==> src/rtl/clsr_pkg.sv <==
// Package for the combined shuffled LCG generator.
// Types, state encoding and generator constants; no dependencies.
`timescale 1ns / 1ps
`default_nettype none
package clsr_pkg;

  localparam logic [30:0] MOD1      = 31'd2147483563;
  localparam logic [30:0] MOD2      = 31'd2147483399;
  localparam logic [15:0] MULT1     = 16'd40014;
  localparam logic [15:0] MULT2     = 16'd40692;
  // 2^31 mod MOD1 and 2^31 mod MOD2
  localparam logic [7:0]  FOLD1     = 8'd85;
  localparam logic [7:0]  FOLD2     = 8'd249;
  localparam logic [30:0] OUT_SPAN  = 31'd2147483562;
  localparam logic [30:0] SCALE_CAP = 31'd2147483537;
  localparam int          WARMUP    = 8;

  typedef enum logic [3:0] {
    ST_IDLE,
    ST_S_RUN,
    ST_D_SLOT,
    ST_D_FIX,
    ST_D_M1,
    ST_D_M2,
    ST_D_COMB,
    ST_D_PROD,
    ST_D_SCL1,
    ST_D_SCL2,
    ST_DONE
  } state_t;

  typedef struct packed {
    logic        start;
    logic        gen2;
    logic [30:0] x;
  } mm_req_t;

  typedef struct packed {
    logic        start;
    logic [61:0] num;
  } div_req_t;

endpackage
`default_nettype wire

==> src/rtl/clsr_modmul.sv <==
// Three-stage modular multiplier for both generators: multiply, fold the
// high part by 2^31 mod M, one conditional subtract. Uses clsr_pkg.
`timescale 1ns / 1ps
`default_nettype none
module clsr_modmul (
  input  wire logic             clk,
  input  wire logic             rst_n,
  input  wire clsr_pkg::mm_req_t req,
  output logic                  done,
  output logic           [30:0] res
);
  import clsr_pkg::*;

  logic [46:0] p_r;
  logic [31:0] f_r;
  logic        g1_r, g2_r;
  logic        v1_r, v2_r, done_r;
  logic [30:0] res_r;
  logic [15:0] mult;
  logic [23:0] hi_fold;
  logic [30:0] modv;

  assign mult    = req.gen2 ? MULT2 : MULT1;
  assign hi_fold = p_r[46:31] * (g1_r ? FOLD2 : FOLD1);
  assign modv    = g2_r ? MOD2 : MOD1;

  always_ff @(posedge clk) begin
    if (!rst_n) begin
      v1_r   <= 1'b0;
      v2_r   <= 1'b0;
      done_r <= 1'b0;
    end else begin
      v1_r   <= req.start;
      v2_r   <= v1_r;
      done_r <= v2_r;
    end
    p_r  <= 47'(req.x) * 47'(mult);
    g1_r <= req.gen2;
    f_r  <= 32'(hi_fold) + 32'(p_r[30:0]);
    g2_r <= g1_r;
    if (f_r >= {1'b0, modv}) begin
      res_r <= 31'(f_r - {1'b0, modv});
    end else begin
      res_r <= f_r[30:0];
    end
  end

  assign done = done_r;
  assign res  = res_r;

endmodule
`default_nettype wire

==> config.mk <==
export PLATFORM = sky130hd
export DESIGN_NAME = clsr_modmul
export DESIGN_NICKNAME = d
export VERILOG_FILES = /design/src/rtl/clsr_pkg.sv /design/src/rtl/clsr_modmul.sv
export SDC_FILE = /design/constraint.sdc
export NUM_CORES = 1
export LEC_CHECK = 0
export ABC_AREA = 1
export ABC_CLOCK_PERIOD_IN_PS = 15400
export BUFFER_PORTS_ARGS = -buffer_cell sky130_fd_sc_hd__buf_2
export CAP_MARGIN = 20
export CORE_ASPECT_RATIO = 0.75
export CORE_MARGIN = 8
export CORE_UTILIZATION = 70
export DETAILED_ROUTE_END_ITERATION = 6
export PLACE_DENSITY = 0.95
export REMOVE_ABC_BUFFERS = 1
export SYNTH_ARGS = -nofsm -noshare
export SYNTH_HDL_FRONTEND = slang
export SYNTH_SLANG_ARGS = --single-unit
==> constraint.sdc <==
create_clock -name clk -period 15.4 [get_ports clk]
set_input_delay 0.77 -clock clk [delete_from_list [all_inputs] [get_ports clk]]
set_output_delay 0.77 -clock clk [all_outputs]
set_load 0.05 [all_outputs]
# Word level (Yosys, flattened, before mapping)
# Cells that the tools add are included.
# W data, S select, Z words.
# totals
out_inout_bits	32
latch_bits	0
romBits	0
mem_bits_rw	0
register_bits	115
memories	0
input_bits	35
# op_classes
eq_ne	0
shifts	0
n_addsub	2
magnitude_cmp	1
n_mul	2
n_bitwise	0
div	0
reduce_logical	0
mux	4
# ops
cell	count
$mul A31 B16 Y47	1
$add A24 B31 Y32	1
$ge A32 B31 Y1	1
$mux W31	1
$sub A31 B31 Y31	1
$mul A16 B8 Y24	1
$mux W8	2
$mux W10	1

# Logic depth before layout (Yosys ltp)
# depth
word_depth	3
ltp_mapped	30
depth_no_buf	29

# Worst setup path after synthesis
# Ideal clock, no wire load.
# synth_path
path_kind	input -> register
start	input port req[31] (netlist name)
end	register p_r[38]
required_time_ns	15.288
arrival_ns	5.815
slack_ns	9.473
stages	25
setup_ns	0.112
path_cell_list	clkbuf_1 -> inv_1 -> clkbuf_1 -> nand2_1 -> fa_1 -> fa_1 -> inv_1 -> fa_1 -> inv_1 -> fa_1 -> inv_1 -> fa_1 -> inv_1 -> fa_1 -> inv_1 -> ha_1 -> nand2_1 -> nor2_1 -> nand3_1 -> nand3_1 -> nand2_1 -> nand2_1 -> nand2_1 -> nand3_1 -> nand2_1
# synth_between
elab_chain_cells	2
# synth_rtl
item	line	rtl
start: declaration	clsr_modmul.sv:8	input wire clsr_pkg::mm_req_t req,
$mux W10	clsr_modmul.sv:23	assign mult = req.gen2 ? MULT2 : MULT1;
$mul A31 B16 Y47	clsr_modmul.sv:37	p_r <= 47'(req.x) * 47'(mult);
end signal: assignment	clsr_modmul.sv:37	
end: declaration	clsr_modmul.sv:14	logic [46:0] p_r;
# No other way between the ends.
# A chain may end at the register's enable or synchronous reset.

# Worst setup path after layout
# layout_path
start	input port req[31] (netlist name)
end	register p_r[45]
# The elaborated chain is that of the path after synthesis.

==> metrics.log <==
INFO  metric synth.most_common_cell = sky130_fd_sc_hd__inv_1
INFO  metric syn-mean-instance-area = a little under 8 µm²
INFO  metric startpoint = req[31]
INFO  metric grt_setup_unrepaired = no
INFO  metric crit_slowest_cell = sky130_fd_sc_hd__inv_1
INFO  metric max-clock-path-buffers = 2
INFO  metric cts_tree = built
INFO  metric cell_area_after_synthesis = ~21000 µm²
INFO  metric cell_taking_the_most_area_after_synthesis = sky130_fd_sc_hd__fa_1
INFO  metric filler_cell_count = between 2000 and 2500
INFO  metric dp.final_hpwl = 47000 µm
INFO  metric max_slew_margin = between 40% and 50%
INFO  metric critPathMaxStageDelay = 650 ps
INFO  metric drtAntennaViolNets = 0
INFO  metric critPathMaxFanout = just over 40
INFO  metric drt_drc_violations_left = 0
INFO  metric post_route_cells_drive_above_1_share = under 10%
INFO  metric wire_per_inst = 17.2 µm
INFO  metric postRouteWirelength = roughly 54000 µm
INFO  metric area_growth = 6.39%
INFO  metric clkSlewWorstSetupHoldPaths = 50 ps
INFO  metric timing.hold.worst.class = register to register
INFO  metric synth-edff-count = 0
INFO  metric cp-end-kind = register
INFO  metric finish.utilization = between 70% and 80%
INFO  metric core.rowCount = 54
INFO  metric num_io_pins = 67
INFO  metric dr_total_vias = between 15000 and 20000
INFO  metric grtUsageTotal = 31.3%
INFO  metric ys_top_cells_by_count = sky130_fd_sc_hd__inv_1 (813), sky130_fd_sc_hd__nand2_1 (608), sky130_fd_sc_hd__fa_1 (372)
INFO  metric critPathArrivalTime = ~7300 ps
INFO  metric fin_worst_hold_slack = 406 ps
INFO  metric synth.lib_cells_used.distinct = between 40 and 50
INFO  metric clock_latency = ~440 ps
INFO  metric number_of_buffers_added_to_fix_hold_violations_after_cts = 0
INFO  metric die-area = 35700 µm²
INFO  metric design.core.area = slightly below 30000 µm²
INFO  metric first_pass_grt_wire_length = between 80000 and 90000 µm
INFO  metric cell_family_with_the_largest_share_of_critical_path_delay = adder cells
INFO  metric drt_first_iter_violations = around 1800
INFO  metric floorplan.initialDensity = 71.5%
INFO  metric timing.final.crit_period = 7010 ps
INFO  metric cp_data_required_time = 15730 ps
INFO  metric clockRootBuffer = sky130_fd_sc_hd__clkbuf_16
INFO  metric synth_area_leaders = sky130_fd_sc_hd__fa_1 (36%), sky130_fd_sc_hd__ha_1 (15%), sky130_fd_sc_hd__inv_1 (15%)
INFO  metric timing.clock.skew = around 10 ps
INFO  metric synth_ff_type = sky130_fd_sc_hd__dfxtp_1
INFO  metric finalNetCount = 3395
INFO  metric synthesis.yosys.warnings = 0
INFO  metric crit_path_cell_trace = buf_2 > inv_1 > nand2_1 > fa_1 > fa_1 > inv_1 > fa_1 > fa_1 > fa_1 > inv_1 > fa_1 > inv_1 > ha_1 > nand2_1 > nor2_1 > nand2_1 > nor2_1 > nand2_1 > nand3_1 > nand2_1 > nand3_1 > nand2_1
INFO  metric pin_count_of_the_biggest_net_entering_global_routing = 46
INFO  metric worst-slew-pin-transition = ~880 ps
INFO  metric synth-async-reset-ratio = 0%
INFO  metric seq_area_frac_synth = between 10% and 20%
INFO  metric grt-ovfl-total = 0
INFO  metric port_buffers = 66
INFO  metric hold_viol = 0
INFO  metric cp-start-kind = input port
INFO  metric gp_congestion = slightly above 1
INFO  metric vias_per_cell = 5.48
INFO  metric die_w = 216 µm
INFO  metric drv.max_cap_violation_count = 0
INFO  metric setup_viol = 0
INFO  metric r2r_start = g1_r
INFO  metric timing.hold.worst.start = v2_r
INFO  metric regToRegSetupSlack = 10610 ps
INFO  metric cts.repair.resized = 0
INFO  metric crit_buf_inv = 5
INFO  metric ys_seq_elements = ~110
INFO  metric number_of_placed_instances_with_taps_included = a little over 3000
INFO  metric die-height = approximately 170 µm
INFO  metric path_class = input port to register
INFO  metric finalSetupTns = 0 ps
INFO  metric status = completed
INFO  metric cts_inserted_buffers = 17
INFO  metric post-route-period-util = a little under half
INFO  metric fmaxAchievable = approximately 0.14 GHz
INFO  metric vias_in_the_first_global_route = ~18000
INFO  metric tritoncts_num_sinks = around 110
INFO  metric post-cts-setup-buffers = 0
INFO  metric antenna-diode-count = 0
INFO  metric grt_antenna_before_repair = 1
INFO  metric finalMaxSlewViolations = 0
INFO  metric drt_first_pass_iters = 7
INFO  metric postSynthCellCount = around 2700
INFO  metric cts-htree-levels = 4
INFO  metric netlist.area_leader.share = roughly 36%
INFO  metric finish.cell_count_without_fillers = around 3100
[layer usage]
layer  share of wire (%)  vias to the layer above  track usage, %
met3                  11                      132            9.12
met5               0.024                        -               0
met1                  42                     8291            42.2
met4                 2.6                        2            9.13
met2                  45                      876            48.7
li1                    -                     7921               -
[cell families (layout without fill, tap and decap cells)]
family          count (synthesis)  after routing  synth area share (%)
simple gates                  918            918                  17.8
buf+inv                       834            916                  15.2
fa+ha+maj                     621            621                  50.5
compound gates                128            128                  3.38
flops                         114            114                  10.9
xor+xnor                       52             52                  2.18
other cells                     1              1                0.0179
[sequential cells by signal (all words and copies together), names as in the netlist]
name	count
p_r	46
f_r	32
g2_r	1
v2_r	1
g1_r	1
res	31
done	1
v1_r	1
[through the flow]
| step | setup slack, ps | instance area [µm²] |
|---|---|---|
| 6_report | 8390 | 22200 |
| 5_1_grt | 8140 | 22200 |
| 4_1_cts | 8560 | 22200 |
| 3_5_place_dp | 8120 | 21600 |
| 3_3_place_gp | 8410 | 21600 |
| 2_1_floorplan | 9670 | 20800 |
[worst min-delay path, delay by kind of cell, from the launching register on]
family | cells | cell delay, ps
and+or+nand+nor | 1 | 40
buffers and inverters | 1 | 40
DFF | 1 | 300
[placed cells by master, fill, tap and decap left out, types with 3 or more instances in the layout]
| cell | n |
|---|---|
| sky130_fd_sc_hd__o21ai_0 | 39 |
| sky130_fd_sc_hd__clkbuf_16 | 17 |
| sky130_fd_sc_hd__nor2_1 | 165 |
| sky130_fd_sc_hd__nor3_1 | 14 |
| sky130_fd_sc_hd__a22oi_1 | 3 |
| sky130_fd_sc_hd__nand3_1 | 79 |
| sky130_fd_sc_hd__bufinv_16 | 3 |
| sky130_fd_sc_hd__a21o_1 | 4 |
| sky130_fd_sc_hd__clkinvlp_4 | 3 |
| sky130_fd_sc_hd__clkinv_2 | 3 |
| sky130_fd_sc_hd__xor2_1 | 38 |
| sky130_fd_sc_hd__inv_2 | 6 |
| sky130_fd_sc_hd__dfxtp_1 | 114 |
| sky130_fd_sc_hd__inv_1 | 813 |
| sky130_fd_sc_hd__nand2_1 | 608 |
| sky130_fd_sc_hd__o21bai_1 | 8 |
| sky130_fd_sc_hd__nand3b_1 | 8 |
| sky130_fd_sc_hd__nand4_1 | 26 |
| sky130_fd_sc_hd__buf_2 | 66 |
| sky130_fd_sc_hd__a21oi_1 | 61 |
| sky130_fd_sc_hd__ha_1 | 249 |
| sky130_fd_sc_hd__xnor2_1 | 14 |
| sky130_fd_sc_hd__fa_1 | 372 |
| sky130_fd_sc_hd__and2_1 | 3 |
| sky130_fd_sc_hd__a31oi_1 | 4 |
[worst paths after layout]
| path | cells after the start | to |
|---|---|---|
| hold / removal | 2 | done |
| setup reg to reg | 19 | f_r[22] |
| setup / recovery | 22 | p_r[45] |
| hold reg to reg | 2 | done |
[final cells by class]
| type | count | area (µm²) | area share, % |
|---|---|---|---|
| clock buffers | 20 | 447 | 2.01 |
| flip-flops and latches | 114 | 2280 | 10.3 |
| inverters | 819 | 3070 | 13.8 |
| multi-input cells | 1720 | 15500 | 69.5 |
| repair buffers | 67 | 358 | 1.61 |
| clock inverters | 10 | 136 | 0.613 |
| well taps | 392 | 490 | 2.20 |
Power is not shown: default switching activity piles up to over one toggle a cycle in this logic, so the estimate is an artifact.
