[src/rtl/clsr_pkg.sv]
// Package for the combined shuffled LCG generator.
// Types, state encoding and generator constants; no dependencies.
`timescale 1ns / 1ps
`default_nettype none
package clsr_pkg;

  localparam logic [30:0] MOD1      = 31'd2147483563;
  localparam logic [30:0] MOD2      = 31'd2147483399;
  localparam logic [15:0] MULT1     = 16'd40014;
  localparam logic [15:0] MULT2     = 16'd40692;
  // 2^31 mod MOD1 and 2^31 mod MOD2
  localparam logic [7:0]  FOLD1     = 8'd85;
  localparam logic [7:0]  FOLD2     = 8'd249;
  localparam logic [30:0] OUT_SPAN  = 31'd2147483562;
  localparam logic [30:0] SCALE_CAP = 31'd2147483537;
  localparam int          WARMUP    = 8;

  typedef enum logic [3:0] {
    ST_IDLE,
    ST_S_RUN,
    ST_D_SLOT,
    ST_D_FIX,
    ST_D_M1,
    ST_D_M2,
    ST_D_COMB,
    ST_D_PROD,
    ST_D_SCL1,
    ST_D_SCL2,
    ST_DONE
  } state_t;

  typedef struct packed {
    logic        start;
    logic        gen2;
    logic [30:0] x;
  } mm_req_t;

  typedef struct packed {
    logic        start;
    logic [61:0] num;
  } div_req_t;

endpackage
`default_nettype wire

[src/rtl/clsr_div.sv]
// Three-stage divider of a 62-bit product by MOD1: folds the high part by
// 2^31 mod MOD1 twice, then one compare. Uses clsr_pkg.
`timescale 1ns / 1ps
`default_nettype none
module clsr_div (
  input  wire logic              clk,
  input  wire logic              rst_n,
  input  wire clsr_pkg::div_req_t req,
  output logic                   done,
  output logic            [30:0] quo
);
  import clsr_pkg::*;

  logic        v1_r, v2_r, done_r;
  logic [37:0] t1_r;
  logic [31:0] t2_r;
  logic [30:0] q1_r, q_r;
  logic [31:0] q2_r;
  logic [37:0] fold1;
  logic [31:0] fold2;

  // num = H*2^31 + L = H*MOD1 + (H*FOLD1 + L)
  assign fold1 = 38'(req.num[61:31]) * 38'(FOLD1) + 38'(req.num[30:0]);
  assign fold2 = 32'(t1_r[37:31]) * 32'(FOLD1) + 32'(t1_r[30:0]);

  always_ff @(posedge clk) begin
    if (!rst_n) begin
      v1_r   <= 1'b0;
      v2_r   <= 1'b0;
      done_r <= 1'b0;
    end else begin
      v1_r   <= req.start;
      v2_r   <= v1_r;
      done_r <= v2_r;
    end
    t1_r <= fold1;
    q1_r <= req.num[61:31];
    t2_r <= fold2;
    q2_r <= {1'b0, q1_r} + 32'(t1_r[37:31]);
    q_r  <= 31'(q2_r + 32'(t2_r >= {1'b0, MOD1}));
  end

  assign done = done_r;
  assign quo  = q_r;

endmodule
`default_nettype wire

[config.mk]
export PLATFORM = sky130hd
export DESIGN_NAME = clsr_div
export DESIGN_NICKNAME = d
export VERILOG_FILES = /design/src/rtl/clsr_pkg.sv /design/src/rtl/clsr_div.sv
export SDC_FILE = /design/constraint.sdc
export NUM_CORES = 1
export LEC_CHECK = 0
export BUFFER_PORTS_ARGS = -buffer_cell sky130_fd_sc_hd__buf_2
export CORE_ASPECT_RATIO = 0.7
export CORE_MARGIN = 1.5
export CORE_UTILIZATION = 40
export CTS_CLUSTER_SIZE = 14
export DETAILED_ROUTE_END_ITERATION = 8
export HOLD_SLACK_MARGIN = 0.06
export PLACE_DENSITY_LB_ADDON = 0.15
export SLEW_MARGIN = 10
export SYNTH_ARGS = -nofsm -noshare
export SYNTH_HDL_FRONTEND = slang
export SYNTH_SLANG_ARGS = --single-unit
[constraint.sdc]
create_clock -name clk -period 3.86 [get_ports clk]
set_input_delay 0.193 -clock clk [delete_from_list [all_inputs] [get_ports clk]]
set_output_delay 0.193 -clock clk [all_outputs]
set_load 0.01 [all_outputs]
; ---- Word level (Yosys, flattened, before mapping)
; Cells that the tools add are included.
[totals]
out_inout_bits = 32
elab_cells = 15
ff_bits = 166
input_bits = 65
[classes]
add_sub_neg = 4
magnitude_cmp = 1
n_mul = 2
[ops]
columns = cell, count
row1 = adder 38 x 31 -> 38 bit, 1
row2 = multiplier 31 x 7 -> 38 bit (second input constant), 1
row3 = adder 14 x 31 -> 32 bit, 1
row4 = greater-or-equal comparator 32 x 31 -> 1 bit (second input constant), 1
row5 = adder 31 x 1 -> 31 bit, 1
row6 = adder 31 x 7 -> 31 bit, 1
row7 = multiplier 7 x 7 -> 14 bit (second input constant), 1

; ---- Logic depth before layout (Yosys ltp)
; Gate-level depths: netlist (run 1).
[logic_depth]
ltp_word = 2
depth_mapped = 16
depth_no_buf = 15

; ---- Least setup slack after synthesis (run 1)
; Ideal clock, no wire load.
[synth_path]
path_kind = input to register
from = in req[33] (netlist name)
to = reg t1_r[31]
required_ps = 3733
stages = 16
setup_time_ps = 127
setup_slack_ps = 6
n_path_buf = 1
t_arrival_ps = 3727
path_cell_list = ha_1 -> xor2_1 -> ha_1 -> fa_1 -> inv_1 -> fa_1 -> inv_1 -> ha_1 -> buf_6 -> a21oi_1 -> o21ai_1 -> a221oi_2 -> a211oi_2 -> a211oi_2 -> o21ai_1 -> xor2_1
[synth_via]
elab_chain_cells = 2
[synth_rtl]
columns = element, line
row1 = start: declaration, clsr_div.sv:8  ; input wire clsr_pkg::div_req_t req,
row2 = multiplier 31 x 7 -> 38 bit, clsr_div.sv:23  ; assign fold1 = 38'(req.num[61:31]) * 38'(FOLD1) + 38'(req.num[30:0]);
row3 = adder 38 x 31 -> 38 bit, clsr_div.sv:23
row4 = named net fold1[31], clsr_div.sv:19  ; logic [37:0] fold1;
row5 = end signal: assignment, clsr_div.sv:36  ; t1_r <= fold1;
row6 = end: declaration, clsr_div.sv:15  ; logic [37:0] t1_r;
; The timed path passes the listed nets, and every way through them passes these cells.
; A chain may end at the register's enable or synchronous reset.

; ---- Final worst setup path (run 1)
[layout_path]
from = in req[32] (netlist name)
to = reg t1_r[26]
; Same word-level chain as after synthesis.

==> results of run 1 <==
## worst register-to-register path, stage by stage, from the launching register on
cell and delay (ns):
dfxtp_1 0.50, ha_1 0.31, fa_1 0.49, inv_1 0.06, fa_1 0.52, inv_1 0.04, ha_1 0.34, a21o_1 0.21
a21oi_2 0.22, nand2_1 0.11, a21o_1 0.20, a311o_1 0.36, a21oi_1 0.17, xnor2_1 0.13
## Yosys cell counts (18+ instances only)
cell and count:
nor2_1 35, a21o_1 31, xor2_1 36, o21ai_0 23, nand4_1 23, a21oi_1 56, and3_1 18, nand2_1 63
inv_1 204, dfxtp_1 166, nand3_1 34, fa_1 98, xnor2_1 81, ha_1 165
## per-layer routing
metal / global-route usage / part of all wire / up-vias
li1: - / - / 4427
met1: 0.334 / 0.54 / 4120
met2: 0.277 / 0.39 / 174
met3: 0.0449 / 0.054 / 23
met4: 0.0467 / 0.011 / 0
met5: 0 / 0 / -
## stage by stage
stage	hold WS [ns]	setup TNS, ns	std cells	utilization
after global routing	0.0961	-0.153	1842	0.529
after global placement	0.359	-5.89	1771	0.485
after CTS	0.0806	0	1837	0.519
after detailed placement	0.369	-6.91	1771	0.485
final	0.104	0	1842	0.529
after floorplan	0.221	0	1158	-
## state kept, by name, summed over array words and instances, names as in the netlist
signal and cells:
done 1, q1_r 31, q2_r 31, quo 31
t1_r 38, t2_r 32, v1_r 1, v2_r 1
## cells by family (layout without fill, tap and decap cells)
family                     after synthesis  in the layout  synth area share
DFF                                    166            166             0.287
adders and majority gates              263            263             0.348
AOI/OAI and AO/OA                      176            176             0.107
buffers and inverters                  218            531            0.0741
xor gates and xnor gates               117            117            0.0886
and+or+nand+nor                        217            217            0.0942
muxes                                    1              1          0.000865
## area by class of cell
class | instances | share of cell area
clock buffer | 17 | 0.0286
timing repair buffer | 295 | 0.141
tap | 371 | 0.0312
inverter | 204 | 0.0514
clock inverter | 15 | 0.0108
sequential | 166 | 0.224
multi-input combinational | 774 | 0.513
## repair_timing
action,in CTS,in global routing
setup buffers,1,5
pin swaps,5,25
hold buffers,33,0
hold endpoints to repair,33,0
endpoints found under the setup margin,17,35
gates resized for setup,8,40
## cells in the final DEF (no fill, tap or decap), types with 9 or more instances in the layout
cell type      synthesis  routed
inv_1                204     203
buf_4                  1     162
dfxtp_1              166     161
ha_1                 165     153
fa_1                  98      97
buf_2                  1      96
xnor2_1               81      81
nand2_1               63      62
a21oi_1               56      49
xor2_1                36      36
nand3_1               34      34
nor2_1                35      34
dlygate4sd3_1          0      33
a21o_1                31      31
nand4_1               23      23
o21ai_0               23      21
and3_1                18      18
clkbuf_16              0      17
nor3_1                11      11
a21oi_2                4      10
ha_4                   0      10
o21a_1                 9       9
## how the worst min path moves through the flow
| stage | start | end | cells after the start |
|---|---|---|---|
| detailed placement | req[45] | q1_r[14]$_DFF_P_ | 1 |
| global placement | req[33] | q1_r[2]$_DFF_P_ | 1 |
| floorplan | req[31] | q1_r[0]$_DFF_P_ | 0 |
| global route | req[34] | q1_r[3]$_DFF_P_ | 3 |
| CTS | req[34] | q1_r[3]$_DFF_P_ | 3 |
| finish | req[34] | q1_r[3]$_DFF_P_ | 3 |
==> metrics, run 1 <==
status finished, final reports clean; NumNets Final 1786; maxcap violations 0; Worst Path Buf+Inv 3; reg2reg end t2_r[11]$_DFF_P_; family with the most delay on the worst path adder cells; Fmax achieved approximately 260 MHz; layout cells sized above 1 0.241; Finished Cell Area 14900 sq um; Worst Setup SP req[32]; register bit count reported by yosys 166; Yosys warnings 0; CTS buffer count 17; WL final 29.7 mm; DRT Pass-1 Iters 4; GRT Total Usage 0.208; main flop type after synthesis dfxtp_1; Filler Cells Inserted 2566; clk sinks 166; Critical Path, Cell by Cell buf_2 -> ha_1 -> fa_1 -> fa_1 -> inv_1 -> fa_1 -> inv_1 -> ha_2 -> o211ai_1 -> o21a_2 -> a211oi_4 -> o32ai_4 -> o31ai_2 -> a21oi_1 -> xnor2_1; placed inst area 13700 sq um; DIE HEIGHT between 100 and 150 um; Worst setup SP type input port; # rows a little over 50; final hold vios 0; multi-input combinational cell area 7650 sq um; crit-path max FO 5; Yosys cell types 63; relative slew slack 0.560; vias 8744; WP data required 4.20 ns; Iteration-0 DRC Markers approximately 460; gr ovfl total 0; R2R Path Start t1_r[36]$_DFF_P_; Worst Reg2Reg Path Length in Cells 13; pre-CTS setup slack -0.427 ns; Register Area between 3000 and 4000 sq um; mapped cell area approximately 12000 sq um; top-area cell type share of the netlist area 0.287; leading area contributor after synthesis dfxtp_1; Setup crit end kind flop; Final min period 3.81 ns; register area share after synthesis 0.287; ranking of synthesized cells by area dfxtp_1 29%, ha_1 18%, fa_1 17%, inv_1 6.6%, xnor2_1 6.1%; Post-route DRC 0; CP max stage cell fa_1; Async SR Flop Fraction 0; Hold Path Class in -> reg; Clock Pin Slew Worst Setup and Hold Paths approximately 0.07 ns; Arr. time, crit path between 4 and 5 ns; CTS tree yes; vias per cell between 4 and 5; Initial Util 0.411; Setup Skew 0.00856 ns; Worst path depth 15; most repeated library cell on the critical path fa_1; die area 30000 sq um; Net Count, Synth about 1500; Detailed Place HPWL 24.8 mm; H-tree depth 4; crit path capture t1_r[26]$_DFF_P_; max-slew violations 0; Clock Tree Root clkbuf_16; Final setup viols 0; die width 206 um; first-pass GRT wire length around 47 mm; number of buffers on the longest clock path 2; port bufs 96; Final Worst Setup Slack 0.0503 ns; n_diodes 0; GP Congestion 0.899; area growth from synthesis to layout 28.8%; clock latency at the later pin of the worst-skew pair 0.44 ns; Slew @ Worst Pin 0.660 ns; Mapped Avg Cell Area approximately 10 sq um; Mapped Cells approximately 1200; vias in the first global route about 8600; R2R Setup Slk 0.11 ns; final period utilization 0.987; Core ar. 28100 sq um; post-route ant nets 0; Post-synth EDFFs 0; largest net degree at the start of global routing 18; initial antenna violation count 1; I/O pin cnt 97; critical path class in -> reg; wire per inst 16.1 um; CP max stage delay ~0.54 ns
Power of run 1 is left out: the tool's default activity adds up to more than one toggle a clock period on the data nets, which glitch-free logic cannot reach.
==> run 2: changes to the inputs <==
==> constraint.sdc (replaced) <==
create_clock -name clk -period 3.86 [get_ports clk]
set_input_delay 0.772 -clock clk [delete_from_list [all_inputs] [get_ports clk]]
set_output_delay 0.772 -clock clk [all_outputs]
set_load 0.01 [all_outputs]
==> metrics, run 2 (synthesized netlist as in run 1, its figures left out) <==
crit-path max FO 5; final hold vios 0; Fmax achieved 249 MHz; most common cell after layout, fill and taps aside inv_1; Worst setup SP type input port; placed inst area 14300 sq um; NumNets Final approximately 1800; DIE HEIGHT between 100 and 150 um; Worst Path Buf+Inv 5; largest net degree at the start of global routing 22; metal2 WL 11.4 mm; wl on met1 15.0 mm; # rows 51; H-tree depth 4; Arr. time, crit path 4.33 ns; Final Worst Setup Slack -0.156 ns; Hold Path Class reg -> reg; CP max stage cell fa_1; Detailed Place HPWL roughly 23 mm; biggest regs t1_r (38), t2_r (32); vias per cell 4.66; Top reg by flops t1_r; vias in the first global route 8742; relative slew slack 0.544; Core ar. approximately 28000 sq um; most frequent cells in the layout 198 x inv_1, 194 x buf_4, 160 x dfxtp_1; Top Layer Used met4; WP data required 4.17 ns; Final setup viols 14; unrepaired setup endpoints after global routing true; GRT Total Usage 0.191; wire per inst around 15 um; Post-route DRC 0; CTS Hold Buffers Added 0; WL final 27.5 mm; Initial Util 0.411; area growth from synthesis to layout 37.2%; family with the most delay on the worst path adder cells; clk sinks 166; Setup crit end kind flop; die area 30000 sq um; Iteration-0 DRC Markers approximately 290; CTS tree yes; Setup Skew roughly 0.015 ns; failing checks negative setup slack; number of buffers on the longest clock path 2; clock latency at the later pin of the worst-skew pair 0.44 ns; CP max stage delay 0.51 ns; Clock Tree Root clkbuf_16; Clock Pin Slew Worst Setup and Hold Paths 0.08 ns; gr ovfl total 0; initial antenna violation count 4; Final min period 4.02 ns; die width 206 um; DRT Pass-1 Iters 5; Finished Cell Area roughly 16000 sq um; Slew @ Worst Pin 0.679 ns; final period utilization 1.04; Critical Path, Cell by Cell buf_12 -> ha_4 -> fa_2 -> fa_1 -> inv_1 -> fa_1 -> inv_2 -> ha_4 -> o211ai_1 -> o21a_2 -> buf_6 -> a21oi_4 -> o41ai_4 -> buf_4 -> a21oi_4 -> a311oi_2 -> xnor2_1; maxcap violations 0; critical path class in -> reg; port bufs 96; status complete, but fails checks; GP Congestion 0.882; layout cells sized above 1 0.337; vias 8586; I/O pin cnt 97; CTS buffer count 17; post-route ant nets 0; Filler Cells Inserted between 2000 and 2500; met3 WL slightly above 1 mm; max-slew violations 0; Largest register FFs 38; first-pass GRT wire length 44.7 mm
-- run 2: cell count changes in the layout (fill, tap and decap cells not counted), moves of 12 or more --
cell	before	now
ha_4	10	47
buf_2	96	81
a21oi_1	49	33
dlygate4sd3_1	33	0
a21oi_4	1	13
ha_1	153	111
buf_4	162	194
-- run 2: final timing paths --
kind	startpoint	to	slack [ns]	cells after the start
max reg2reg	t1_r[33]$_DFF_P_	t2_r[19]$_DFF_P_	0.06	14
min	q1_r[30]$_DFF_P_	q2_r[30]$_DFF_P_	0.43	1
max	req[34]	t1_r[34]$_DFF_P_	-0.16	17
min reg2reg	q1_r[30]$_DFF_P_	q2_r[30]$_DFF_P_	0.43	1
-- run 2: worst register-to-register path: cells and delay by family, from the launching register on --
family                     cells  cell delay (ns)
xor gates and xnor gates       1             0.14
and+or+nand+nor                2             0.25
AOI/OAI and AO/OA              3             0.73
DFF                            1             0.41
adders and majority gates      5             1.86
buffers and inverters          3             0.30
-- run 2: routing by layer --
layer	vias to the layer above	global-route usage
li1	4424	-
met1	4010	0.300
met2	144	0.273
met3	8	0.0274
met4	0	0.0362
met5	-	0
-- run 2: cell type report --
cell class	count	area, sq um	share of cell area
multi-input cells	774	8560	0.539
flip-flops and latches	166	3340	0.210
repair buffers	295	2120	0.133
inverters	204	766	0.0482
well taps	371	464	0.0292
clock buffers	17	425	0.0268
clock inverters	15	204	0.0128
diodes	1	2.50	0.000158
-- run 2: what timing repair did --
| item | CTS | global route |
|---|---|---|
| buffers inserted | 10 | 11 |
| resized for setup | 92 | 71 |
| pin swaps | 65 | 63 |
| endpoints found under the setup margin | 35 | 39 |
-- run 2: per-stage QoR --
stage,hold slack (ns),setup WS (ns),cells,setup TNS (ns),util
finish,0.428,-0.156,1843,-1.22,0.564
global route,0.452,-0.242,1843,-3.03,0.564
CTS,0.435,-0.148,1834,-1.08,0.549
detailed placement,0.432,-0.749,1793,-15.49,0.508
global placement,0.426,-0.700,1793,-14.36,0.508
floorplan,0.412,-0.309,1158,-3.39,-
Power of run 2 is left out for the same reason.
