[src/rtl/clsr_ram.sv]
// Generic single-write, single-read RAM with registered read data.
// No dependencies.
`timescale 1ns / 1ps
`default_nettype none
module clsr_ram #(
  parameter int WIDTH = 31,
  parameter int DEPTH = 32,
  parameter int AW    = 5
) (
  input  wire logic             clk,
  input  wire logic             we,
  input  wire logic [AW-1:0]    waddr,
  input  wire logic [WIDTH-1:0] wdata,
  input  wire logic [AW-1:0]    raddr,
  output logic      [WIDTH-1:0] rdata
);

  logic [WIDTH-1:0] mem [DEPTH];

  always_ff @(posedge clk) begin
    if (we) begin
      mem[waddr] <= wdata;
    end
    rdata <= mem[raddr];
  end

endmodule
`default_nettype wire

[config.mk]
export PLATFORM = sky130hd
export DESIGN_NAME = clsr_ram
export DESIGN_NICKNAME = d
export VERILOG_FILES = /design/src/rtl/clsr_ram.sv
export SDC_FILE = /design/constraint.sdc
export NUM_CORES = 1
export LEC_CHECK = 0
export BUFFER_PORTS_ARGS = -buffer_cell sky130_fd_sc_hd__buf_2
export CAP_MARGIN = 20
export CELL_PAD_IN_SITES_DETAIL_PLACEMENT = 1
export CELL_PAD_IN_SITES_GLOBAL_PLACEMENT = 1
export CORE_MARGIN = 2
export CORE_UTILIZATION = 25
export DETAILED_ROUTE_END_ITERATION = 7
export PLACE_DENSITY_LB_ADDON = 0.1
export SETUP_SLACK_MARGIN = 0.05
export SYNTH_ARGS = -nofsm -noshare
export SYNTH_HDL_FRONTEND = slang
export SYNTH_SLANG_ARGS = --single-unit
[constraint.sdc]
create_clock -name clk -period 4.5 [get_ports clk]
set_input_delay 0.225 -clock clk [delete_from_list [all_inputs] [get_ports clk]]
set_output_delay 0.225 -clock clk [all_outputs]
set_load 0.005 [all_outputs]
After elaboration in Yosys (flattened, before gate mapping):

Memories as Yosys holds them, arrays and structs flattened. A register that Yosys moved wholly into a read port is not among the register bits.
Index checks and enable logic that the tools add are counted.

* register bits after elaboration: 0
* memory bits (writable): 992
* input port bits: 43
* output and inout bits: 31
* logic and storage cells: 3
* memories kept: 1

Memory list
* mem: words 32, bits a word 31, read ports 1, clocked after memory_dff 1, wr ports 1, RTL line 18 `logic [WIDTH-1:0] mem [DEPTH];`

* mux-type cells: 2

Operators by type and width (count)
* 1-bit 2-to-1 mux: 2

Longest topological paths before layout:

Gate-level depths: netlist of run 1.

* depth in word-level cells: 2
* depth in mapped cells: 8
* depth with buffers taken out: 5

Worst setup path after synthesis of run 1:

OpenSTA, ideal clock, no wires.

* kind: input to register
* start point: in waddr[1]
* end point: mem mem[12][0], enable pin
* setup time: 0.419 ns
* arrival time: 2.197 ns
* setup slack: 1.884 ns
* stages on the path: 3
* buffers on the path: 1
* cell sequence: or3b_2 clkbuf_1 nor2_1

RTL lines
* start: declaration: RTL line 12 `input wire logic [AW-1:0] waddr,`
* end: declaration: RTL line 18

No word-level cell before the write port.

==> flow_results.xml, run 1 <==
<?xml version="1.0" encoding="UTF-8"?>
<metrics>
  <group name="outcome">
    <metric name="status" unit="">completed</metric>
  </group>
  <group name="route">
    <metric name="drt_wl_total" unit="um">124000</metric>
    <metric name="detailroute.via_count" unit="">20500</metric>
    <metric name="avgViaCountPerCell" unit="">4.54</metric>
    <metric name="drt_iter0_markers" unit="">1276</metric>
    <metric name="firstDrtPassIters" unit="">5</metric>
    <metric name="met3_wirelength" unit="um">3730</metric>
    <metric name="post_drt_wl_per_cell" unit="um">27.4</metric>
    <metric name="met1_length" unit="um">58400</metric>
    <metric name="route.detailed.drc" unit="">0</metric>
    <metric name="ant_nets" unit="">0</metric>
    <metric name="met2_wirelength" unit="um">58700</metric>
    <metric name="highest-signal-layer" unit="">met5</metric>
  </group>
  <group name="cts">
    <metric name="clock_buffers_created_by_tritoncts" unit="">116</metric>
    <metric name="cts_max_level" unit="">3</metric>
    <metric name="clk_pin_slew" unit="ps">60</metric>
    <metric name="clock_path_buffers" unit="">3</metric>
    <metric name="clk_root_buffer_cell" unit="">sky130_fd_sc_hd__clkbuf_16</metric>
    <metric name="tritoncts" unit="">built</metric>
    <metric name="cts.sink_count" unit="">1023</metric>
    <metric name="post-cts-setup-buffer-count" unit="">0</metric>
    <metric name="clk_latency_worst_skew_pair" unit="ps">720</metric>
    <metric name="ctsHoldBuffers" unit="">0</metric>
    <metric name="gates_resized_cts_repair" unit="">0</metric>
  </group>
  <group name="power_and_ir_drop">
    <metric name="clock_power_share" unit="">0.439</metric>
    <metric name="p_comb_frac" unit="">0.053</metric>
    <metric name="vdd_drop_max" unit="mV">0.298</metric>
    <metric name="internal_power" unit="mW">16.3</metric>
    <metric name="power_per_cell_area" unit="nW/um2">454</metric>
    <metric name="netSwitchingFraction" unit="">0.225</metric>
    <metric name="leakage" unit="nW">15.8</metric>
    <metric name="power.share.sequential" unit="">0.507</metric>
    <metric name="net-switching-power" unit="mW">4.72</metric>
  </group>
  <group name="min_path">
    <metric name="worst_hold_path.num_cells" unit="">1</metric>
    <metric name="hold_path.class" unit="">primary input to register</metric>
  </group>
  <group name="grt">
    <metric name="grt_remaining_overflow" unit="">0</metric>
    <metric name="global_route.usage.total" unit="">0.155</metric>
    <metric name="grt_pass1_vias" unit="">22300</metric>
    <metric name="grt_pass1_wl" unit="um">175000</metric>
    <metric name="initial_antenna_violation_count" unit="">15</metric>
    <metric name="grt_max_degree" unit="">77</metric>
  </group>
  <group name="logic_synthesis">
    <metric name="yosysTopAreaCellShare" unit="">0.761</metric>
    <metric name="leading_cell_types_by_total_area_after_synthesis" unit="">sky130_fd_sc_hd__edfxtp_1 76%, sky130_fd_sc_hd__mux2i_1 13%, sky130_fd_sc_hd__a22oi_1 1.8%, sky130_fd_sc_hd__dfxtp_1 1.6%, sky130_fd_sc_hd__a22o_1 1.4%</metric>
    <metric name="synth_cell_type_count" unit="">24</metric>
    <metric name="netlist_instances" unit="">2192</metric>
    <metric name="ys_ff_latch" unit="">1023</metric>
    <metric name="asyncSetResetFlopFracSynth" unit="">0</metric>
    <metric name="post_synth_top_area_cell" unit="">sky130_fd_sc_hd__edfxtp_1</metric>
    <metric name="synthesized_area_per_cell" unit="um2">17.9</metric>
    <metric name="synthesis.yosys.warnings" unit="">0</metric>
    <metric name="synth_edf_count" unit="">992</metric>
    <metric name="synth_sequential_area_ratio" unit="">0.776</metric>
    <metric name="synth.cell_area" unit="um2">39200</metric>
    <metric name="mappedNetlistNets" unit="">2235</metric>
    <metric name="synth_ff_type" unit="">sky130_fd_sc_hd__edfxtp_1</metric>
  </group>
  <group name="timing">
    <metric name="totalNegativeSetupSlack" unit="ps">0</metric>
    <metric name="hold_viol" unit="">0</metric>
    <metric name="final_critical_path_setup_slack" unit="ps">2260</metric>
    <metric name="worst_pin_slew" unit="ps">925</metric>
    <metric name="slew-limit-headroom" unit="">0.384</metric>
    <metric name="grt_setup_unrepaired" unit="">no</metric>
    <metric name="final_period_minus_worst_setup_slack" unit="ps">2240</metric>
    <metric name="max_freq" unit="MHz">446</metric>
    <metric name="fin_skew" unit="ps">21.5</metric>
    <metric name="period_share" unit="">0.498</metric>
    <metric name="finalMaxSlewViolations" unit="">0</metric>
    <metric name="setup_viol" unit="">0</metric>
  </group>
  <group name="placed_design">
    <metric name="port-buffer-count" unit="">73</metric>
    <metric name="post-place-ws" unit="ps">1510</metric>
    <metric name="dp.final_hpwl" unit="um">74100</metric>
    <metric name="place_congestion" unit="">0.704</metric>
  </group>
  <group name="layout">
    <metric name="commonest_non_fill_non_tap_cell_in_the_layout" unit="">sky130_fd_sc_hd__edfxtp_1</metric>
    <metric name="post-route-util" unit="">0.297</metric>
    <metric name="leading_cell_types_in_the_layout_fill_and_taps_excluded" unit="">992 x sky130_fd_sc_hd__edfxtp_1, 496 x sky130_fd_sc_hd__mux2i_1, 118 x sky130_fd_sc_hd__clkbuf_16</metric>
    <metric name="finish.net_count" unit="">2396</metric>
    <metric name="final_layout_size_suffix_gt1_frac" unit="">0.150</metric>
    <metric name="filler_cell_count" unit="">15800</metric>
    <metric name="synthToLayoutAreaGrowth" unit="%">18.3</metric>
  </group>
  <group name="floorplan">
    <metric name="die_width" unit="um">400</metric>
    <metric name="io-pin-count" unit="">74</metric>
    <metric name="die-area" unit="um2">160000</metric>
    <metric name="initial_utilization" unit="">0.251</metric>
    <metric name="die_y" unit="um">400</metric>
    <metric name="fp.coreArea" unit="um2">156000</metric>
    <metric name="placementRows" unit="">145</metric>
  </group>
  <group name="worst_setup_path">
    <metric name="startpoint_type" unit="">primary input</metric>
    <metric name="r2r_cells" unit="">6</metric>
    <metric name="worstSetupPathType" unit="">primary input to register</metric>
    <metric name="wp_data_required" unit="ps">5050</metric>
    <metric name="worstPathMaxFanout" unit="">71</metric>
    <metric name="timing.critical_path.arrival" unit="ps">2800</metric>
    <metric name="element_type_at_the_critical_path_end" unit="">register</metric>
  </group>
  <group name="run">
    <metric name="maxCapViolCount" unit="">0</metric>
  </group>
</metrics>
## cells by family after synthesis
kind of cell / synth area share
simple gates: 0.0312
buf+inv: 0.0170
compound gates: 0.0485
flops: 0.776
mux: 0.127
## synthesized netlist by cell type (all sizes together) (31+ instances only)
master and n:
nor3 31, nor2 34, a22o 62, edfxtp 992, dfxtp 31, a31oi 31
a22oi 93, nand2 95, a21oi 93, mux2i 496, nand3 95, clkbuf 49
buf 75
## path summary, 6_finish.rpt
kind | slack [ps] | end | start
worst min register to register | 600 | rdata[22] | mem[26][22]
worst max-delay path | 2260 | rdata[17] | raddr[0]
worst max register to register | 2580 | rdata[27] | mem[0][27]
worst min-delay path | 80 | mem[21][5] | wdata[5]
## final cells by class
class | count | area [um2] | share of cell area
diodes | 6 | 15.0 | 0.000324
clock buffers | 154 | 3140 | 0.0677
clock inverters | 62 | 549 | 0.0119
multi-input cells | 1045 | 8360 | 0.180
flip-flops and latches | 1023 | 30400 | 0.656
well taps | 2058 | 2570 | 0.0556
repair buffers | 167 | 1290 | 0.0279
## worst max-delay path: stages
cell	delay, ps
sky130_fd_sc_hd__buf_8	540
sky130_fd_sc_hd__buf_12	310
sky130_fd_sc_hd__buf_4	320
sky130_fd_sc_hd__buf_4	400
sky130_fd_sc_hd__mux2i_1	320
sky130_fd_sc_hd__nand2_1	90
sky130_fd_sc_hd__a31oi_1	260
sky130_fd_sc_hd__nand3_1	170
## metal layers
layer	vias up	global-route usage
li1	9048	-
met1	11000	0.214
met2	332	0.254
met3	164	0.0204
met4	2	0.0472
met5	-	0
## power by group through the flow
stage | logic (mW) | clock network [mW] | registers (mW)
4_1_cts | 1.15 | 9.57 | 10.7
5_1_grt | 1.21 | 9.90 | 10.7
3_3_place_gp | 1.14 | 0 | 10.9
2_1_floorplan | 0.540 | 0 | 10.8
3_5_place_dp | 1.15 | 0 | 10.9
6_report | 1.12 | 9.25 | 10.7
## through the flow
| step | cell area, um2 | hold slack [ps] | power [mW] | cells |
|---|---|---|---|---|
| floorplan | 39200 | 324 | 11.4 | 2192 |
| global placement | 42500 | 601 | 12.0 | 4286 |
| detailed placement | 42600 | 608 | 12.0 | 4293 |
| CTS | 46300 | 20.5 | 21.4 | 4509 |
| global route | 46300 | 60.0 | 21.8 | 4509 |
| finish | 46300 | 78.4 | 21.0 | 4515 |
## flip-flops by register name, indices dropped and copies added, names as in the netlist
signal and cells:
mem 992, rdata 31
(Power assumes the default switching activity.)
==> run 2: changes to the inputs <==
==> constraint.sdc (replaced) <==
create_clock -name clk -period 1.9 [get_ports clk]
set_input_delay 0.095 -clock clk [delete_from_list [all_inputs] [get_ports clk]]
set_output_delay 0.095 -clock clk [all_outputs]
set_load 0.005 [all_outputs]
==> flow_results.xml, run 2 (synthesis gave the netlist of run 1 again) <==
<?xml version="1.0" encoding="UTF-8"?>
<metrics>
  <group name="worst_setup_path">
    <metric name="wp_data_required" unit="ps">2430</metric>
    <metric name="path_cells" unit="">mux2i_1, a22o_1, nor3_1, buf_4, a31oi_1, nand3_2</metric>
    <metric name="cp_slowest_stage_delay" unit="ps">360</metric>
    <metric name="element_type_at_the_critical_path_end" unit="">register</metric>
    <metric name="critical_path.n_buffers_inverters" unit="">1</metric>
    <metric name="timing.critical_path.arrival" unit="ps">2320</metric>
    <metric name="worstPathMaxFanout" unit="">1</metric>
    <metric name="critical_path.top_delay_family" unit="">compound AO/OA/AOI/OAI gates</metric>
    <metric name="worst_path_max_delay_cell" unit="">sky130_fd_sc_hd__edfxtp_1</metric>
    <metric name="startpoint_type" unit="">register</metric>
    <metric name="worstSetupPathType" unit="">register to register</metric>
  </group>
  <group name="layout">
    <metric name="number_of_flip_flops_in_the_largest_register" unit="">992</metric>
    <metric name="final_cell_count_no_fill" unit="">4650</metric>
    <metric name="largestRegisters" unit="">mem: 992 flops, rdata: 31 flops</metric>
    <metric name="finalInstanceArea" unit="um2">48800</metric>
    <metric name="ff_latch_area" unit="um2">30400</metric>
    <metric name="commonest_non_fill_non_tap_cell_in_the_layout" unit="">sky130_fd_sc_hd__edfxtp_1</metric>
    <metric name="filler_cell_count" unit="">15700</metric>
    <metric name="finish.net_count" unit="">2528</metric>
    <metric name="leading_cell_types_in_the_layout_fill_and_taps_excluded" unit="">992 x sky130_fd_sc_hd__edfxtp_1, 496 x sky130_fd_sc_hd__mux2i_1, 122 x sky130_fd_sc_hd__clkbuf_16</metric>
    <metric name="synthToLayoutAreaGrowth" unit="%">24.6</metric>
    <metric name="final_layout_size_suffix_gt1_frac" unit="">0.185</metric>
    <metric name="multi_input_gate_area" unit="um2">8370</metric>
    <metric name="largest_register" unit="">mem</metric>
  </group>
  <group name="placed_design">
    <metric name="port-buffer-count" unit="">73</metric>
    <metric name="placed_standard_cell_area" unit="um2">44400</metric>
    <metric name="place_congestion" unit="">0.713</metric>
    <metric name="place_inst" unit="">4389</metric>
    <metric name="dp.final_hpwl" unit="um">78600</metric>
  </group>
  <group name="floorplan">
    <metric name="io-pin-count" unit="">74</metric>
    <metric name="die_width" unit="um">400</metric>
    <metric name="initial_utilization" unit="">0.251</metric>
    <metric name="die-area" unit="um2">160000</metric>
    <metric name="die_y" unit="um">400</metric>
    <metric name="fp.coreArea" unit="um2">156000</metric>
    <metric name="placementRows" unit="">145</metric>
  </group>
  <group name="grt">
    <metric name="grt_pass1_wl" unit="um">183000</metric>
    <metric name="grt_max_degree" unit="">44</metric>
    <metric name="grt_remaining_overflow" unit="">0</metric>
    <metric name="initial_antenna_violation_count" unit="">7</metric>
    <metric name="global_route.usage.total" unit="">0.165</metric>
    <metric name="grt_pass1_vias" unit="">22800</metric>
  </group>
  <group name="power_and_ir_drop">
    <metric name="netSwitchingFraction" unit="">0.221</metric>
    <metric name="leakage" unit="nW">16.9</metric>
    <metric name="vdd_drop_max" unit="mV">0.756</metric>
    <metric name="p_comb_frac" unit="">0.055</metric>
    <metric name="power.share.sequential" unit="">0.489</metric>
    <metric name="internal_power" unit="mW">40.2</metric>
    <metric name="power_per_cell_area" unit="nW/um2">1060</metric>
    <metric name="clock_power_share" unit="">0.455</metric>
    <metric name="net-switching-power" unit="mW">11.4</metric>
  </group>
  <group name="timing">
    <metric name="finalMaxSlewViolations" unit="">0</metric>
    <metric name="slew-limit-headroom" unit="">0.533</metric>
    <metric name="hold_viol" unit="">0</metric>
    <metric name="worst_pin_slew" unit="ps">700</metric>
    <metric name="period_share" unit="">0.941</metric>
    <metric name="setup_viol" unit="">0</metric>
    <metric name="max_freq" unit="MHz">559</metric>
    <metric name="final.hold.worst_slack" unit="ps">73.8</metric>
    <metric name="fin_skew" unit="ps">28.2</metric>
    <metric name="totalNegativeSetupSlack" unit="ps">0</metric>
    <metric name="grt_setup_unrepaired" unit="">no</metric>
    <metric name="final_period_minus_worst_setup_slack" unit="ps">1790</metric>
  </group>
  <group name="route">
    <metric name="detailroute.via_count" unit="">21200</metric>
    <metric name="ant_nets" unit="">0</metric>
    <metric name="drt_wl_total" unit="um">132000</metric>
    <metric name="post_drt_wl_per_cell" unit="um">28.3</metric>
    <metric name="firstDrtPassIters" unit="">5</metric>
    <metric name="route.detailed.drc" unit="">0</metric>
    <metric name="drt_iter0_markers" unit="">1221</metric>
    <metric name="avgViaCountPerCell" unit="">4.56</metric>
  </group>
  <group name="cts">
    <metric name="clk_root_buffer_cell" unit="">sky130_fd_sc_hd__clkbuf_16</metric>
    <metric name="post-cts-setup-buffer-count" unit="">0</metric>
    <metric name="clk_latency_worst_skew_pair" unit="ps">740</metric>
    <metric name="clk_pin_slew" unit="ps">60</metric>
    <metric name="cts_max_level" unit="">3</metric>
    <metric name="cts.sink_count" unit="">1023</metric>
    <metric name="clock_path_buffers" unit="">3</metric>
    <metric name="clock_buffers_created_by_tritoncts" unit="">120</metric>
    <metric name="tritoncts" unit="">built</metric>
  </group>
  <group name="run">
    <metric name="maxCapViolCount" unit="">0</metric>
  </group>
  <group name="min_path">
    <metric name="hold_path.class" unit="">primary input to register</metric>
  </group>
  <group name="outcome">
    <metric name="status" unit="">completed</metric>
  </group>
</metrics>
==> run 2: cell types whose count changed in the layout (fill, tap and decap cells not counted), sizes merged <==
cell	before	now
buf	167	263
bufinv	9	15
clkbuf	154	157
clkinvlp	4	5
diode	6	2
dlygate4sd3	0	32
inv	3	4
==> run 2: path summary, 6_finish.rpt <==
path / start / endpoint / slack [ps] / cells past startpoint
setup reg to reg: mem[6][21] / rdata[21] / 110 / 6
hold reg to reg: mem[27][22] / rdata[22] / 590 / 4
setup / recovery: mem[6][21] / rdata[21] / 110 / 6
hold / removal: raddr[1] / rdata[8] / 70 / 6
==> run 2: through the flow <==
| stage | total power, mW | setup slack [ps] | utilization |
|---|---|---|---|
| 6_report | 51.6 | 112 | 0.313 |
| 5_1_grt | 53.3 | 66.7 | 0.313 |
| 4_1_cts | 52.4 | 87.0 | 0.313 |
| 3_5_place_dp | 28.6 | -436 | 0.285 |
| 3_3_place_gp | 28.6 | -423 | 0.285 |
| 2_1_floorplan | 26.9 | -461 | - |
==> run 2: timing repair <==
item	4_1_cts	5_1_grt
setup endpoints to repair	1	1
hold buffers	32	0
gates resized for setup	1	0
pin swaps	0	1
endpoints found under the hold margin	995	0
==> run 2: area by class of cell <==
| cell class | instances | share of cell area |
|---|---|---|
| diodes | 2 | 0.000103 |
| clock inverters | 70 | 0.0155 |
| multi-input cells | 1045 | 0.171 |
| clock buffers | 157 | 0.0667 |
| repair buffers | 295 | 0.0702 |
| well taps | 2058 | 0.0528 |
| flip-flops and latches | 1023 | 0.623 |
==> run 2: tightest hold or removal path: cells and delay by family <==
family	cells	cell delay, ps
AND/OR/NAND/NOR	3	240
buffers and inverters	2	300
AO/OA/AOI/OAI	1	130
==> run 2: power groups by stage <==
stage	Sequential, mW	Clock [mW]	Combinational [mW]
detailed placement	25.7	0	2.89
finish	25.2	23.5	2.86
global route	25.3	24.9	3.10
CTS	25.3	24.2	2.96
global placement	25.7	0	2.85
floorplan	25.6	0	1.29
==> run 2: layer usage <==
metal / routed length, um / global-route usage / vias up
li1: - / - / 9329
met1: 61200 / 0.226 / 11400
met2: 63900 / 0.277 / 325
met3: 3850 / 0.0229 / 152
met4: 2610 / 0.0371 / 4
met5: 26 / 0 / -
